$ cat src/rtl/olist_pkg.sv
`default_nettype none
package olist_pkg;

    localparam int CAPACITY_DEFAULT = 16;

    localparam int OP_W     = 2;
    localparam int VALUE_W  = 32;
    localparam int STATUS_W = 2;
    localparam int POS_W    = 4;
    localparam int COUNT_W  = 5;

    localparam logic [OP_W-1:0] OP_APPEND = 2'd0;
    localparam logic [OP_W-1:0] OP_SEARCH = 2'd1;
    localparam logic [OP_W-1:0] OP_DELETE = 2'd2;

    localparam logic [STATUS_W-1:0] ST_OK   = 2'd0;
    localparam logic [STATUS_W-1:0] ST_MISS = 2'd1;
    localparam logic [STATUS_W-1:0] ST_FULL = 2'd2;

    typedef struct packed {
        logic [STATUS_W-1:0] status;
        logic [POS_W-1:0]    position;
        logic [COUNT_W-1:0]  entry_count;
    } res_t;

endpackage
`default_nettype wire

$ cat src/rtl/olist_mem.sv
`default_nettype none
module olist_mem #(
    parameter int DEPTH  = 16,
    parameter int ADDR_W = 4,
    parameter int DATA_W = 32
) (
    input  wire logic              clk,
    input  wire logic              wr_en,
    input  wire logic [ADDR_W-1:0] wr_addr,
    input  wire logic [DATA_W-1:0] wr_data,
    input  wire logic              rd_en,
    input  wire logic [ADDR_W-1:0] rd_addr,
    output logic      [DATA_W-1:0] rd_data
);

    logic [DATA_W-1:0] mem [DEPTH];

    always_ff @(posedge clk)
    begin
        if (wr_en)
        begin
            mem[wr_addr] <= wr_data;
        end
    end

    always_ff @(posedge clk)
    begin
        if (rd_en)
        begin
            rd_data <= mem[rd_addr];
        end
    end

endmodule
`default_nettype wire

$ cat src/rtl/olist_seq.sv
`default_nettype none
module olist_seq #(
    parameter int CAPACITY = 16,
    parameter int ADDR_W   = 4,
    parameter int CNT_W    = 5
) (
    input  wire logic                          clk,
    input  wire logic                          rst_n,
    input  wire logic                          in_valid,
    output logic                               in_stall,
    input  wire logic [olist_pkg::OP_W-1:0]    op,
    input  wire logic [olist_pkg::VALUE_W-1:0] key,
    output logic                               mem_wr_en,
    output logic [ADDR_W-1:0]                  mem_wr_addr,
    output logic [olist_pkg::VALUE_W-1:0]      mem_wr_data,
    output logic                               mem_rd_en,
    output logic [ADDR_W-1:0]                  mem_rd_addr,
    input  wire logic [olist_pkg::VALUE_W-1:0] mem_rd_data,
    output logic                               res_valid,
    input  wire logic                          res_take,
    output olist_pkg::res_t                    res
);

    import olist_pkg::*;

    typedef enum logic [3:0] {
        S_IDLE  = 4'b0001,
        S_SCAN  = 4'b0010,
        S_SHIFT = 4'b0100,
        S_RESP  = 4'b1000
    } state_t;

    localparam logic [CNT_W-1:0] CAP_CNT = CNT_W'(CAPACITY);

    state_t              state_reg,  state_next;
    logic [CNT_W-1:0]    idx_reg,    idx_next;
    logic [CNT_W-1:0]    count_reg,  count_next;
    logic [OP_W-1:0]     op_reg,     op_next;
    logic [VALUE_W-1:0]  key_reg,    key_next;
    logic [STATUS_W-1:0] status_reg, status_next;
    // removed entry keeps its original index in the result
    logic [CNT_W-1:0]    pos_reg,    pos_next;

    logic [CNT_W:0]   idx_p1;
    logic [CNT_W:0]   idx_p2;
    logic [CNT_W:0]   count_ext;
    logic             more1;
    logic             more2;
    logic             hit;
    logic [CNT_W+4:0] cnt_wide;
    logic [CNT_W+3:0] pos_wide;

    assign idx_p1    = {1'b0, idx_reg} + {{CNT_W{1'b0}}, 1'b1};
    assign idx_p2    = {1'b0, idx_reg} + (CNT_W+1)'(2);
    assign count_ext = {1'b0, count_reg};
    assign more1     = idx_p1 < count_ext;
    assign more2     = idx_p2 < count_ext;
    // single shared comparator for the scan
    assign hit       = mem_rd_data == key_reg;

    always_comb
    begin
        state_next  = state_reg;
        idx_next    = idx_reg;
        count_next  = count_reg;
        op_next     = op_reg;
        key_next    = key_reg;
        status_next = status_reg;
        pos_next    = pos_reg;
        mem_wr_en   = 1'b0;
        mem_wr_addr = idx_reg[ADDR_W-1:0];
        mem_wr_data = mem_rd_data;
        mem_rd_en   = 1'b0;
        mem_rd_addr = idx_p1[ADDR_W-1:0];

        case (state_reg)
            S_IDLE:
            begin
                mem_rd_addr = '0;
                if (in_valid)
                begin
                    op_next     = op;
                    key_next    = key;
                    idx_next    = '0;
                    pos_next    = '0;
                    status_next = ST_OK;
                    state_next  = S_RESP;
                    case (op)
                        OP_APPEND:
                        begin
                            if (count_reg == CAP_CNT)
                            begin
                                status_next = ST_FULL;
                            end
                            else
                            begin
                                mem_wr_en   = 1'b1;
                                mem_wr_addr = count_reg[ADDR_W-1:0];
                                mem_wr_data = key;
                                idx_next    = count_reg;
                                pos_next    = count_reg;
                                count_next  = count_reg + 1'b1;
                            end
                        end
                        OP_SEARCH, OP_DELETE:
                        begin
                            if (count_reg == '0)
                            begin
                                status_next = ST_MISS;
                            end
                            else
                            begin
                                mem_rd_en  = 1'b1;
                                state_next = S_SCAN;
                            end
                        end
                        default:
                        begin
                            status_next = ST_OK;
                        end
                    endcase
                end
            end
            S_SCAN:
            begin
                // read data belongs to idx_reg; prefetch the next entry
                if (hit)
                begin
                    pos_next = idx_reg;
                    if (op_reg == OP_DELETE)
                    begin
                        if (more1)
                        begin
                            mem_rd_en  = 1'b1;
                            state_next = S_SHIFT;
                        end
                        else
                        begin
                            count_next = count_reg - 1'b1;
                            state_next = S_RESP;
                        end
                    end
                    else
                    begin
                        state_next = S_RESP;
                    end
                end
                else if (more1)
                begin
                    mem_rd_en = 1'b1;
                    idx_next  = idx_p1[CNT_W-1:0];
                end
                else
                begin
                    status_next = ST_MISS;
                    state_next  = S_RESP;
                end
            end
            S_SHIFT:
            begin
                // read data is entry idx+1, moved down into idx
                mem_wr_en   = 1'b1;
                mem_rd_addr = idx_p2[ADDR_W-1:0];
                if (more2)
                begin
                    mem_rd_en = 1'b1;
                    idx_next  = idx_p1[CNT_W-1:0];
                end
                else
                begin
                    count_next = count_reg - 1'b1;
                    state_next = S_RESP;
                end
            end
            S_RESP:
            begin
                if (res_take)
                begin
                    state_next = S_IDLE;
                end
            end
            default:
            begin
                state_next = S_IDLE;
            end
        endcase
    end

    always_ff @(posedge clk or negedge rst_n)
    begin
        if (!rst_n)
        begin
            state_reg <= S_IDLE;
            count_reg <= '0;
        end
        else
        begin
            state_reg <= state_next;
            count_reg <= count_next;
        end
    end

    always_ff @(posedge clk)
    begin
        op_reg     <= op_next;
        key_reg    <= key_next;
        status_reg <= status_next;
        idx_reg    <= idx_next;
        pos_reg    <= pos_next;
    end

    assign in_stall  = state_reg != S_IDLE;
    assign res_valid = state_reg == S_RESP;
    assign cnt_wide  = {5'b0, count_reg};
    assign pos_wide  = {4'b0, pos_reg};

    always_comb
    begin
        res.status      = status_reg;
        res.position    = (status_reg == ST_OK) ? pos_wide[POS_W-1:0] : '0;
        res.entry_count = cnt_wide[COUNT_W-1:0];
    end

endmodule
`default_nettype wire

$ cat src/rtl/ordered_list_engine_core.sv
`default_nettype none
// Sequence: append, unused codes and search or delete on an empty list go from the request
// straight to the result state; search scans entries in order up to a match or the end,
// and delete then shifts each later entry down one place.
// Throughput: one request at a time; the next is taken once the result is in the output
// register. Scan and shift pace is set by the single read port of the entry RAM.
// Reset clears the entry count and the handshake state; entry RAM contents are not cleared.
module ordered_list_engine_core #(
    parameter int CAPACITY = olist_pkg::CAPACITY_DEFAULT
) (
    input  wire logic                            clk,
    input  wire logic                            rst_n,
    input  wire logic                            in_valid,
    output logic                                 in_stall,
    input  wire logic [olist_pkg::OP_W-1:0]      op,
    input  wire logic signed [olist_pkg::VALUE_W-1:0] value,
    output logic                                 out_valid,
    input  wire logic                            out_stall,
    output logic [olist_pkg::STATUS_W-1:0]       status,
    output logic [olist_pkg::POS_W-1:0]          position,
    output logic [olist_pkg::COUNT_W-1:0]        entry_count
);

    import olist_pkg::*;

    localparam int ADDR_W = (CAPACITY > 1) ? $clog2(CAPACITY) : 1;
    localparam int CNT_W  = $clog2(CAPACITY + 1);

    logic               mem_wr_en;
    logic [ADDR_W-1:0]  mem_wr_addr;
    logic [VALUE_W-1:0] mem_wr_data;
    logic               mem_rd_en;
    logic [ADDR_W-1:0]  mem_rd_addr;
    logic [VALUE_W-1:0] mem_rd_data;
    logic               res_valid;
    logic               res_take;
    res_t               res;
    res_t               out_reg;
    logic               out_valid_reg, out_valid_next;

    olist_mem #(
        .DEPTH  (CAPACITY),
        .ADDR_W (ADDR_W),
        .DATA_W (VALUE_W)
    ) u_mem (
        .clk     (clk),
        .wr_en   (mem_wr_en),
        .wr_addr (mem_wr_addr),
        .wr_data (mem_wr_data),
        .rd_en   (mem_rd_en),
        .rd_addr (mem_rd_addr),
        .rd_data (mem_rd_data)
    );

    olist_seq #(
        .CAPACITY (CAPACITY),
        .ADDR_W   (ADDR_W),
        .CNT_W    (CNT_W)
    ) u_seq (
        .clk         (clk),
        .rst_n       (rst_n),
        .in_valid    (in_valid),
        .in_stall    (in_stall),
        .op          (op),
        .key         ($unsigned(value)),
        .mem_wr_en   (mem_wr_en),
        .mem_wr_addr (mem_wr_addr),
        .mem_wr_data (mem_wr_data),
        .mem_rd_en   (mem_rd_en),
        .mem_rd_addr (mem_rd_addr),
        .mem_rd_data (mem_rd_data),
        .res_valid   (res_valid),
        .res_take    (res_take),
        .res         (res)
    );

    // output register frees the sequencer as soon as it can be loaded
    assign res_take = !out_valid_reg || !out_stall;

    always_comb
    begin
        out_valid_next = out_valid_reg;
        if (res_valid && res_take)
        begin
            out_valid_next = 1'b1;
        end
        else if (!out_stall)
        begin
            out_valid_next = 1'b0;
        end
    end

    always_ff @(posedge clk or negedge rst_n)
    begin
        if (!rst_n)
        begin
            out_valid_reg <= 1'b0;
        end
        else
        begin
            out_valid_reg <= out_valid_next;
        end
    end

    always_ff @(posedge clk)
    begin
        if (res_valid && res_take)
        begin
            out_reg <= res;
        end
    end

    assign out_valid   = out_valid_reg;
    assign status      = out_reg.status;
    assign position    = out_reg.position;
    assign entry_count = out_reg.entry_count;

endmodule
`default_nettype wire

$ cat config.mk
export PLATFORM = sky130hd
export DESIGN_NAME = ordered_list_engine_core
export DESIGN_NICKNAME = d
export VERILOG_FILES = /design/src/rtl/olist_pkg.sv /design/src/rtl/olist_mem.sv /design/src/rtl/olist_seq.sv /design/src/rtl/ordered_list_engine_core.sv
export SDC_FILE = /design/constraint.sdc
export NUM_CORES = 1
export LEC_CHECK = 0
export ABC_CLOCK_PERIOD_IN_PS = 4000
export BUFFER_PORTS_ARGS = -buffer_cell sky130_fd_sc_hd__buf_2
export CORE_AREA = 2 2 209 211
export DETAILED_ROUTE_END_ITERATION = 16
export DIE_AREA = 0 0 211 213
export PLACE_DENSITY = 0.76
export SLEW_MARGIN = 25
export SYNTH_ARGS = -nofsm -noshare
export SYNTH_HDL_FRONTEND = slang
export SYNTH_SLANG_ARGS = --single-unit
$ cat constraint.sdc
create_clock -name clk -period 4 [get_ports clk]
set_input_delay 0.2 -clock clk [delete_from_list [all_inputs] [get_ports clk]]
set_output_delay 0.2 -clock clk [all_outputs]
set_load 0.02 [all_outputs]
# Word-level counts from Yosys, hierarchy flattened
# Memories as Yosys holds them, arrays and structs flattened. A register that Yosys moved wholly into a read port is not among the register bits.
# Cells that the tools add are included.
# Widths: inputs -> output; s select.
# word_totals
regBits	66
mem_bits_rw	512
input_bits	38
n_memories	1
# memory_table
memory	depth	word_bits	rd	rd_clocked_by_memory_dff	wr	line_no	source
u_mem.mem	16	32	1	1	1	olist_mem.sv:16	logic [DATA_W-1:0] mem [DEPTH];
# classes
add_sub_neg	4
order_cmp	2
n_eq_ne	23
muxes	59
n_reduce_logical	16
# ops
operator	n
$mux 32	4
$mux 5	13
$mux 4	14
$eq 32x32->1	1
$pmux 5 s3	2
$pmux 4 s2	2
$pmux 4 s4	1
$mux 1	15
$lt 6x5->1	2
$ne 2x1->1 const B	6
$ne 2x2->1 const B	6
$mux 2	4
$pmux 2 s2	2
$reduce_and 4->1	2
$reduce_and 8->1	1
$add 5x1->6 const B	1
$add 5x2->6 const B	1
$add 5x1->5 const B	1
$eq 5x5->1 const B	1
$logic_not 5->1	1
$reduce_and 5->1	1
$sub 5x1->5 const B	1
$eq 2x2->1 const B	2
$eq 4x1->1 const B	1
17 further kinds	19

# Logic depth before layout (Yosys ltp)
# Gate-level depths: netlist of run 1.
# logic_depth
word_depth	7
ltp_mapped	11

# Modules after synthesis
# A second synthesis of run 1 with hierarchy kept.
# hier_totals
hier_cells	1157
hier_area_um2	23961.7
# modules_own_cells
module	instances	cells_each	area_each_um2	seq_area_each_um2
olist_mem	1	838	20155.6	16335.7
olist_seq	1	304	3428.3	1577.8
ordered_list_engine_core	1	15	377.9	355.3

# Worst setup path before layout of run 1
# Ideal clock, no wire load.
# synth_path
path_kind	register to register
start	reg u_seq.count_reg[0]
end	mem u_mem.mem[15][0], enable pin
setup_ps	421
t_arrival_ps	3244
path_slack_ps	335
stages_incl_launch_ff	8
path_buffers	3
synth_period_minus_slack_ps	3665
path_cell_list	dfrtp_1 -> buf_2 -> or4_1 -> clkbuf_1 -> o2111ai_2 -> buf_2 -> a31oi_1 -> nor2_1
# synth_via
elab_chain_cells	7
word_cells_on_any_way	11
# synth_rtl
item	line_no	source
from (decl)	olist_seq.sv:37	logic [CNT_W-1:0] count_reg, count_next;
from (signal assigned)	olist_seq.sv:199	count_reg <= count_next;
$eq 5x5->1	olist_seq.sv:91	if (count_reg == CAP_CNT)
$mux 1	olist_seq.sv:91	
$mux 1	olist_seq.sv:88	case (op)
$mux 1	olist_seq.sv:80	if (in_valid)
$pmux 1 s2	olist_seq.sv:76	case (state_reg)
$mux 1	olist_mem.sv:20	if (wr_en)
$mux 1 (not written as such)	olist_mem.sv:22	mem[wr_addr] <= wr_data;
to (decl)	olist_mem.sv:16	
# Parallel ways exist; a longest one is shown, timed or not.

# Worst setup path after layout of run 1
# layout_path
start	reg u_seq.count_reg[1]
end	mem u_mem.mem[3][23], enable pin
# The elaborated chain is that of the path after synthesis.

==> results.md, run 1 <==
* Die Wd at 211 um
* Post-route core utilization at 67.4%
* DIE AREA at 0.0449 sq mm
* Max reg flops at 512
* Post-synthesis sequential area ratio at 72.1%
* Comb pwr share at 42.5%
* Routability cong. at 0.840
* Mapped Nets at 1,779
* Max FO, Critical Path at 20
* P_leak at 9.75 nW
* Relative slew slack at 31.2%
* CTS Root Buffer Type: clkbuf_16
* Fmax at 287 MHz
* Drt wl/cell at 26.7 um
* Pwr dens at 841 mW/mm^2
* Synth Register Bits at 610
* Mapped cell area at 0.0253 sq mm
* Total chip power at 0.0242 W
* DRT iter0 DRCs at 2,233
* Via count at 16,000
* WL final at 64,000 um
* P_int at 0.0148 W
* Initial Util at 59.3%
* Clock skew at 0.0157 ns
* Clock sink total at 610
* H-tree depth at 2
* CP Data Required Time at 4.35 ns
* Clk_lat worst skew at 0.62 ns
* # diodes at 0
* Synth Flop Type: edfxtp_1
* RSZ-0062 raised after global routing: false
* Net count, final at 1,862
* Largest net degree at the start of global routing at 161
* Hold Crit Class: in2async
* Setup Viol. Count Final at 0
* Drt first pass iters at 5
* Final Hold Vio Count at 0
* Clock transition at path regs at 0.06 ns
* Sw Share at 38.8%
* Fin Setup TNS at 0 ns
* Core area at 0.0427 sq mm
* Most frequent cells in the layout: 600 x edfxtp_1, 217 x nand2_1, 129 x and3_1, 107 x a211oi_1, 64 x a311oi_1
* Area leader, netlist: edfxtp_1
* CTS Buf Count at 59
* Filler cells at 2,805
* Cells after Synth at 1,725
* Final ANT Viol Nets at 0
* PostCTS Resize Cnt at 0
* CTS Hold Bufs at 38
* First-pass GRT wire length at 95,700 um
* # DRC at 0
* Share of cells above drive strength 1 at 15.3%
* CP endpoint kind: flop
* Die height at 213 um
* Slew @ Worst Pin at 1.03 ns
* Cell Rows at 76
* Worst-case clock buffer depth at 3
* Max_cap viols at 0
* Fin. max-slew vios at 0
* Minimum clock period at 3.48 ns
* CP arrival at 3.84 ns
* # IOs at 51
* Gr usage total at 28.8%
* CTS tree: built
* I/O Buffers at 50
* Number of enable flip-flop cells after synthesis at 600
* DP Wirelength at 34,600 um
* Clock share of power at 21.2%
* Commonest non-fill, non-tap cell in the layout: edfxtp_1
* Yosys warnings at 0
* Postcts setup bufs at 0
* Post-synth ARST share at 1.64%
* Synth top area share at 71.1%
* Yosys cell types at 59
* Sequential share of power at 36.2%
* GRT overflow at 0
* Vias per Instance at 6.68
* Synth-to-layout area growth at 13.6%
* Sw Pwr at 0.00939 W
* Startpoint Class: flop
* Worst Path Class, Setup: reg2reg
* Outcome: complete, no violations
* Peak supply drop at 0.757 mV
* Synth Area per Inst at 14.7 sq um
* Antenna violations before repair at 0
* Final worst path period share at 87.1%
* Vias in the first global route at 15,600
* Ranking of synthesized cells by area: edfxtp_1 71%, nand2_1 3.2%, and3_1 3.2%, a211oi_1 3.2%, a311oi_1 2.2%
[through the flow]
stage          hold slack (ns)  setup slack [ns]  area, sq um  instances
3_3_place_gp            0.0730             0.595        26600       2255
5_1_grt                 0.0966             0.379        28800       2399
6_report                 0.110             0.516        28800       2399
2_1_floorplan          -0.0956             0.335        25300       1725
3_5_place_dp            0.0771             0.533        26600       2255
4_1_cts                 0.0795             0.522        28800       2399
[critical path: stages (launching register included)]
cell and delay, ns:
dfrtp_1 0.39, or4_1 0.66, o2111ai_4 0.39, buf_4 0.26, nor3_1 0.06, a31oi_1 0.74, nor2_4 0.34, buf_4 0.35
[final cells by class]
class	instances	area, sq um	share of cell area (%)
timing repair buffer	157	1350	4.69
inverter	16	60.1	0.209
tap	546	683	2.37
clock inverter	25	175	0.609
sequential	610	18300	63.5
clock buffer	81	1580	5.49
multi-input combinational	964	6670	23.2
[routing by layer]
layer	GRT usage [%]	part of all wire (%)
met5	0	0
met4	10.9	3.2
met2	46.2	48
met3	5.28	9.8
met1	39.7	39
[power groups by stage]
stage          Sequential, W  Combinational (W)  Clock (W)
5_1_grt              0.00881             0.0111    0.00544
3_3_place_gp         0.00888            0.00986          0
6_report             0.00877             0.0103    0.00514
2_1_floorplan        0.00882            0.00670          0
4_1_cts              0.00877             0.0102    0.00518
3_5_place_dp         0.00890             0.0101          0
[cell families after synthesis]
logic type	Yosys count	synth area share (%)
buffers and inverters	151	2.55
flip-flops	610	72.1
adder cells (fa/ha/maj)	16	0.820
multiplexers	35	1.55
AO/OA/AOI/OAI	413	12.6
XOR/XNOR	43	1.49
AND/OR/NAND/NOR	457	8.87
[cells in the mapped netlist, drive strengths merged (3+ instances only)]
library cell  number
edfxtp           600
nand2            219
and3             129
a211oi           128
clkbuf            89
a311oi            64
o21ai             47
buf               46
xnor2             41
a31oi             37
a21o              35
nand3             35
a211o             34
mux2              33
o32ai             32
nor2              31
a21oi             18
inv               16
ha                15
dfrtp              9
nand4              8
and2               7
nor3               6
nor2b              5
a32oi              4
nor4               4
nor4b              4
o2111ai            3
or4b               3
[worst paths after layout]
check,start,to,slack (ns),cells after the start
hold / removal,rst_n,u_seq.state_reg[0],0.11,2
max in group asynchronous,rst_n,u_seq.count_reg[1],3.01,3
hold reg to reg,u_seq.status_reg[1],status[1],0.47,0
min in group clk,value[25],u_seq.key_reg[25],0.30,2
setup / recovery,u_seq.count_reg[1],u_mem.mem[3][23],0.52,7
setup reg to reg,u_seq.count_reg[1],u_mem.mem[3][23],0.52,7
(Power assumes the default switching activity.)
==> run 2: changes to the inputs <==
Settings changed: ABC_AREA from default to 1, CORE_AREA 2 2 209 211 to 2 2 212 214, DIE_AREA 0 0 211 213 to 0 0 214 216.
==> results.md, run 2 <==
* CP most frequent cell: inv_1
* Clock skew at 0.0207 ns (+0.00506 ns)
* WL final at 60,500 um (-5.5%)
* RSZ-0062 raised after global routing: false
* Hold Crit Class: in2async
* GRT overflow at 0 (unchanged)
* Drt first pass iters at 7 (+2)
* P_leak at 10.9 nW (+12%)
* Most common cell in the netlist: edfxtp_1
* Pwr dens at 766 mW/mm^2 (-8.9%)
* DRT iter0 DRCs at 1,694 (-24%)
* Number of enable flip-flop cells after synthesis at 600 (unchanged)
* Mapped Nets at 2,207 (+24%)
* Clock transition at path regs at 0.06 ns (about the same)
* Yosys warnings at 0 (unchanged)
* Crit path max-delay family: simple AND/OR/NAND/NOR gates
* CP endpoint kind: flop
* Drt wl/cell at 21.0 um (-21%)
* Cell Rows at 77 (+1.3%)
* Synth Flop Type: edfxtp_1
* Cells after Synth at 2,153 (+25%)
* Net count, final at 2,289 (+23%)
* Synth Area per Inst at 12.1 sq um (-18%)
* Final worst path period share at 82.6% (-4.5 points)
* Slew @ Worst Pin at 1.00 ns (-0.0276 ns)
* Sequential Area at 0.0183 sq mm (unchanged)
* Yosys cell types at 37 (-37%)
* Commonest non-fill, non-tap cell in the layout: edfxtp_1
* Fin. max-slew vios at 0 (unchanged)
* Share of cells above drive strength 1 at 10.8% (-4.6 points)
* Total chip power at 0.0224 W (-7.4%)
* # diodes at 0 (unchanged)
* Max FO, Critical Path at 13 (-35%)
* Max_cap viols at 0 (unchanged)
* Core area at 0.0438 sq mm (+2.7%)
* Synth cell count leaders: 600 x edfxtp_1, 521 x nand2_1, 275 x nand3_1
* DIE AREA at 0.0462 sq mm (+2.9%)
* Fin Setup TNS at 0 ns (unchanged)
* Vias per Instance at 5.80 (-13%)
* Filler cells at 3,107 (+11%)
* Setup Viol. Count Final at 0 (unchanged)
* Most frequent cells in the layout: 600 x edfxtp_1, 521 x nand2_1, 274 x nand3_1, 247 x inv_1, 194 x o211ai_1
* Crit path cell chain: inv_1, nand4_1, inv_1, nand2_1, nand3_2, buf_4, o21ai_1, nand3_1, nor2_4, buf_12
* Initial Util at 59.4% (+0.078 points)
* Synth-to-layout area growth at 12.4%
* Startpoint Class: flop
* Routability cong. at 0.870 (+3.6%)
* CP Buf/Inv Count at 4 (+2)
* Synth top area share at 69.2% (-1.9 points)
* Mapped cell area at 0.0260 sq mm (+2.8%)
* # DRC at 0 (unchanged)
* Largest net degree at the start of global routing at 129 (-20%)
* Outcome: complete, no violations
* CP arrival at 3.63 ns (-0.21 ns)
* H-tree depth at 2 (unchanged)
* Final ANT Viol Nets at 0 (unchanged)
* # IOs at 51 (unchanged)
* First-pass GRT wire length at 92,300 um (-3.6%)
* Post-route setup slack at 0.697 ns (+0.181 ns)
* Via count at 16,700 (+4.0%)
* Relative slew slack at 33.1% (+1.9 points)
* DP Wirelength at 33,800 um (-2.5%)
* CP Data Required Time at 4.33 ns (-0.02 ns)
* Postcts setup bufs at 0 (unchanged)
* Peak supply drop at 0.758 mV (about the same)
* Fmax at 303 MHz (+5.5%)
* Minimum clock period at 3.30 ns (-0.181 ns)
* Antenna violations before repair at 0 (unchanged)
* Slowest CP cell: nor2_4
* Vias in the first global route at 16,300 (+4.0%)
* I/O Buffers at 50 (unchanged)
* Post-route core utilization at 66.7% (-0.67 points)
* Die Wd at 214 um (+1.4%)
* CTS tree: built
* Clk_lat worst skew at 0.63 ns (about the same)
* Worst-case clock buffer depth at 3 (unchanged)
* Gr usage total at 26.2% (-2.6 points)
* Clock sink total at 610 (unchanged)
* Place WS at 0.720 ns (+0.187 ns)
* Max reg flops at 512 (unchanged)
* Worst Path Class, Setup: reg2reg
* CTS Buf Count at 59 (unchanged)
* Worst path max stage delay at 0.57 ns (-0.17 ns)
* Footprint of the multi-input gates at 0.00633 sq mm (-5.1%)
* Area leader, netlist: edfxtp_1
* Post-synth ARST share at 1.64% (unchanged)
* Synth Register Bits at 610 (unchanged)
* Ranking of synthesized cells by area: edfxtp_1 69%, nand2_1 7.5%, o211ai_1 5.6%, nand3_1 5.3%, inv_1 3.6%
* Post-synthesis sequential area ratio at 70.1% (-2.0 points)
* Die height at 216 um (+1.4%)
* CTS Root Buffer Type: clkbuf_16
* Final Hold Vio Count at 0 (unchanged)
[run 2: area by class of cell]
class	instances	area share, %
Clock inverter	35	0.706
Inverter	251	3.22
Timing Repair Buffer	138	4.08
Multi-Input combinational cell	1175	21.6
Tap cell	592	2.53
Sequential cell	610	62.4
Clock buffer	75	5.40
[run 2: logic make-up (layout without fill, tap and decap cells)]
| kind of cell | count (synthesis) | after routing | share of synthesized area (%) |
|---|---|---|---|
| compound gates | 231 | 231 | 6.35 |
| xor+xnor | 33 | 33 | 1.11 |
| fa+ha+maj | 16 | 16 | 0.798 |
| buf+inv | 368 | 499 | 6.26 |
| flops | 610 | 610 | 70.1 |
| mux | 26 | 26 | 1.12 |
| simple gates | 869 | 869 | 14.2 |
[run 2: what timing repair did]
action,CTS,global route
hold endpoints to repair,47,0
resized for setup,0,0
endpoints found under the setup margin,0,0
hold buffers,38,0
[run 2: worst paths after layout]
path,slack (ns),to,depth (start not counted),startpoint
min reg2reg,0.46,status[0],0,u_seq.status_reg[0]
max reg2reg,0.70,u_mem.mem[2][27],10,u_seq.count_reg[2]
max in group asynchronous,3.01,out_valid,3,rst_n
min in group clk,0.29,u_seq.key_reg[13],2,value[13]
max,0.70,u_mem.mem[2][27],10,u_seq.count_reg[2]
min,0.1,u_seq.state_reg[0],2,rst_n
[run 2: stage by stage]
| step | instance area (sq um) | hold WS [ns] | cells |
|---|---|---|---|
| finish | 29300 | 0.0950 | 2876 |
| global route | 29300 | 0.0991 | 2876 |
| CTS | 29200 | 0.0798 | 2876 |
| detailed placement | 27100 | 0.0876 | 2728 |
| global placement | 27100 | 0.0831 | 2728 |
| floorplan | 26000 | -0.0956 | 2153 |
[run 2: where the power goes]
group / internal, W / switching [W] / leakage (nW)
Sequential: 0.00823 / 0.000221 / 5.55
Combinational: 0.00260 / 0.00620 / 4.46
Clock: 0.00285 / 0.00233 / 0.866
[run 2: routing by layer]
metal / share of wire, % / global-route usage, % / vias up
met2: 49 / 43.2 / 795
li1: - / - / 7735
met4: 3.1 / 10.3 / 0
met3: 9.0 / 3.96 / 137
met5: 0 / 0 / -
met1: 39 / 35.4 / 8009
==> run 3: changes to the inputs <==
Settings changed: ABC_CLOCK_PERIOD_IN_PS 4000 to 3320.
Clock period 4 ns to 3.32 ns, I/O delays scaled along.
==> results.md, run 3 (synthesis results as in run 2) <==
* Worst r2r src: u_seq.idx_reg[1]
* CP Buf/Inv Count at 2 (-2)
* Routability cong. at 0.867 (-0.39%)
* Place WS at 0.337 ns (-0.383 ns)
* Sw Share at 38.5% (-0.46 points)
* CTS Buf Count at 59 (unchanged)
* Commonest non-fill, non-tap cell in the layout: edfxtp_1
* CTS tree: built
* Footprint of the multi-input gates at 0.00631 sq mm (-0.24%)
* Worst Path Class, Setup: reg2reg
* Hold Crit Class: in2async
* Startpoint Class: flop
* Final ANT Viol Nets at 0 (unchanged)
* RSZ-0062 raised after global routing: false
* Clock share of power at 24.4% (+1.3 points)
* Reg2reg end: u_mem.rd_data[17]
* Core area at 0.0438 sq mm (unchanged)
* WL final at 60,600 um (+0.24%)
* DIE AREA at 0.0462 sq mm (unchanged)
* Pwr dens at 950 mW/mm^2 (+24%)
* Antenna violations before repair at 0 (unchanged)
* Slack of the worst reg-to-reg path at 0.29 ns (-0.41 ns)
* Post-route core utilization at 67.7% (+0.94 points)
* Peak supply drop at 0.801 mV (+5.8%)
* P_int at 0.0173 W (+27%)
* Synth-to-layout area growth at 13.9%
* Post-route setup slack at 0.288 ns (-0.409 ns)
* Slowest CP cell: o21ai_0
* Die Wd at 214 um (unchanged)
* CTS Root Buffer Type: clkbuf_16
* Clk_lat worst skew at 0.64 ns (about the same)
* Worst-case clock buffer depth at 3 (unchanged)
* Filler cells at 3,013 (-3.0%)
* Gr usage total at 26.5% (+0.38 points)
* Crit path max-delay family: compound AO/OA/AOI/OAI gates
* Final Hold Vio Count at 0 (unchanged)
* Reg2Reg Depth at 12 (+2)
* Postcts setup bufs at 0 (unchanged)
* Share of cells above drive strength 1 at 12.1% (+1.4 points)
* CP endpoint kind: flop
* Die height at 216 um (unchanged)
* Outcome: complete, no violations
* Clock skew at 0.0171 ns (-0.00366 ns)
* Relative slew slack at 37.5% (+4.4 points)
* Vias per Instance at 5.79 (-0.12%)
* Final worst path period share at 91.3% (+8.7 points)
* Fin. max-slew vios at 0 (unchanged)
* Via count at 16,800 (+0.68%)
* Grt met2 use at 44.3% (+1.1 points)
* I/O Buffers at 50 (unchanged)
* First-pass GRT wire length at 93,900 um (+1.8%)
* Crit path cell chain: ha_1, nand2_1, o21ai_0, inv_1, ha_1, a21oi_1, nand3b_1, nand3_1, nor2_1, o21ai_0, o211ai_1, buf_12
* DRT iter0 DRCs at 1,810 (+6.8%)
* Most frequent cells in the layout: 600 x edfxtp_1, 521 x nand2_1, 274 x nand3_1, 247 x inv_1, 194 x o211ai_1
* Slew @ Worst Pin at 0.938 ns (-0.0645 ns)
* Setup Viol. Count Final at 0 (unchanged)
* P_leak at 11.1 nW (+2.2%)
* # IOs at 51 (unchanged)
* Max FO, Critical Path at 17 (+4)
* Drt wl/cell at 20.9 um (-0.55%)
* Net count, final at 2,312 (+1.0%)
* # DRC at 0 (unchanged)
* Max reg flops at 512 (unchanged)
* Total chip power at 0.0282 W (+26%)
* Sequential Area at 0.0183 sq mm (unchanged)
* Fmax at 330 MHz (+9.0%)
* CP Data Required Time at 3.64 ns (-0.69 ns)
* Clock sink total at 610 (unchanged)
* Initial Util at 59.4% (unchanged)
* Drt first pass iters at 6 (-1)
* Cell Rows at 77 (unchanged)
* Clock transition at path regs at 0.06 ns (about the same)
* CP arrival at 3.36 ns (-0.27 ns)
* Max_cap viols at 0 (unchanged)
* Worst path max stage delay at 0.45 ns (-0.12 ns)
* Largest net degree at the start of global routing at 76 (-41%)
* Sw Pwr at 0.0109 W (+24%)
* GRT overflow at 0 (unchanged)
* GRT Max-Usage Layer: met2
* Comb pwr share at 39.7% (+0.5 points)
* Minimum clock period at 3.03 ns (-0.271 ns)
* Sequential share of power at 35.9% (-1.8 points)
* DP Wirelength at 35,700 um (+5.7%)
* Vias in the first global route at 16,800 (+3.3%)
* # diodes at 0 (unchanged)
* Worst setup path start: u_seq.idx_reg[1]
* H-tree depth at 2 (unchanged)
* GR Layer Usage met1 at 34.7% (-0.65 points)
* Met3 usage at 4.16% (+0.20 points)
-- run 3: cell count changes in the layout (fill, tap and decap cells not counted), sizes merged --
cell,before,now
clkinvlp,3,6
buf,100,123
bufinv,1,9
inv,252,253
clkbuf,75,67
clkinv,30,26
-- run 3: power groups by stage --
stage	clock network (W)	registers, W	logic [W]
2_1_floorplan	0	0.0103	0.00784
3_3_place_gp	0	0.0103	0.0107
3_5_place_dp	0	0.0103	0.0110
4_1_cts	0.00696	0.0101	0.0112
5_1_grt	0.00727	0.0102	0.0123
6_report	0.00687	0.0101	0.0112
-- run 3: worst max path at each step --
stage	endpoint	slack [ns]	cells past startpoint
4_1_cts	u_mem.rd_data[17]	0.31	12
3_5_place_dp	u_mem.rd_data[20]	0.34	12
5_1_grt	u_mem.rd_data[21]	0.09	12
6_report	u_mem.rd_data[17]	0.29	12
2_1_floorplan	u_mem.rd_data[0]	-0.17	5
3_3_place_gp	u_mem.rd_data[20]	0.33	13
-- run 3: worst reg2reg max path: cells and delay by family, from the launching register on --
family / cells / cell delay, ns
AO/OA/AOI/OAI: 4 / 0.97
AND/OR/NAND/NOR: 4 / 0.54
adder cells (fa/ha/maj): 2 / 0.48
flip-flops: 1 / 0.36
buffers and inverters: 2 / 0.35
-- run 3: area by class of cell --
type / count / share of cell area [%]
flip-flops and latches: 610 / 61.6
clock inverters: 43 / 1.68
clock buffers: 67 / 5.08
multi-input cells: 1175 / 21.3
inverters: 251 / 3.18
well taps: 592 / 2.50
repair buffers: 161 / 4.73
-- run 3: repair_timing --
item / 4_1_cts / 5_1_grt
endpoints found under the hold margin: 48 / 0
setup endpoints to repair: 0 / 0
hold buffers: 38 / 0
resized for setup: 0 / 0
-- run 3: through the flow --
stage / instances / setup TNS, ns / hold WS, ns / area [sq um]
floorplan: 2153 / -40.74 / -0.130 / 26100
global placement: 2751 / 0 / 0.0494 / 27300
detailed placement: 2751 / 0 / 0.0534 / 27300
CTS: 2899 / 0 / 0.0273 / 29700
global route: 2899 / 0 / 0.0356 / 29700
finish: 2899 / 0 / 0.0419 / 29700
-- run 3: layer usage --
layer  vias up  wire length [um]
met4         0              2480
met3       170              4590
li1       7785                 -
met2       756             29600
met5         -                 0
met1      8078             24000
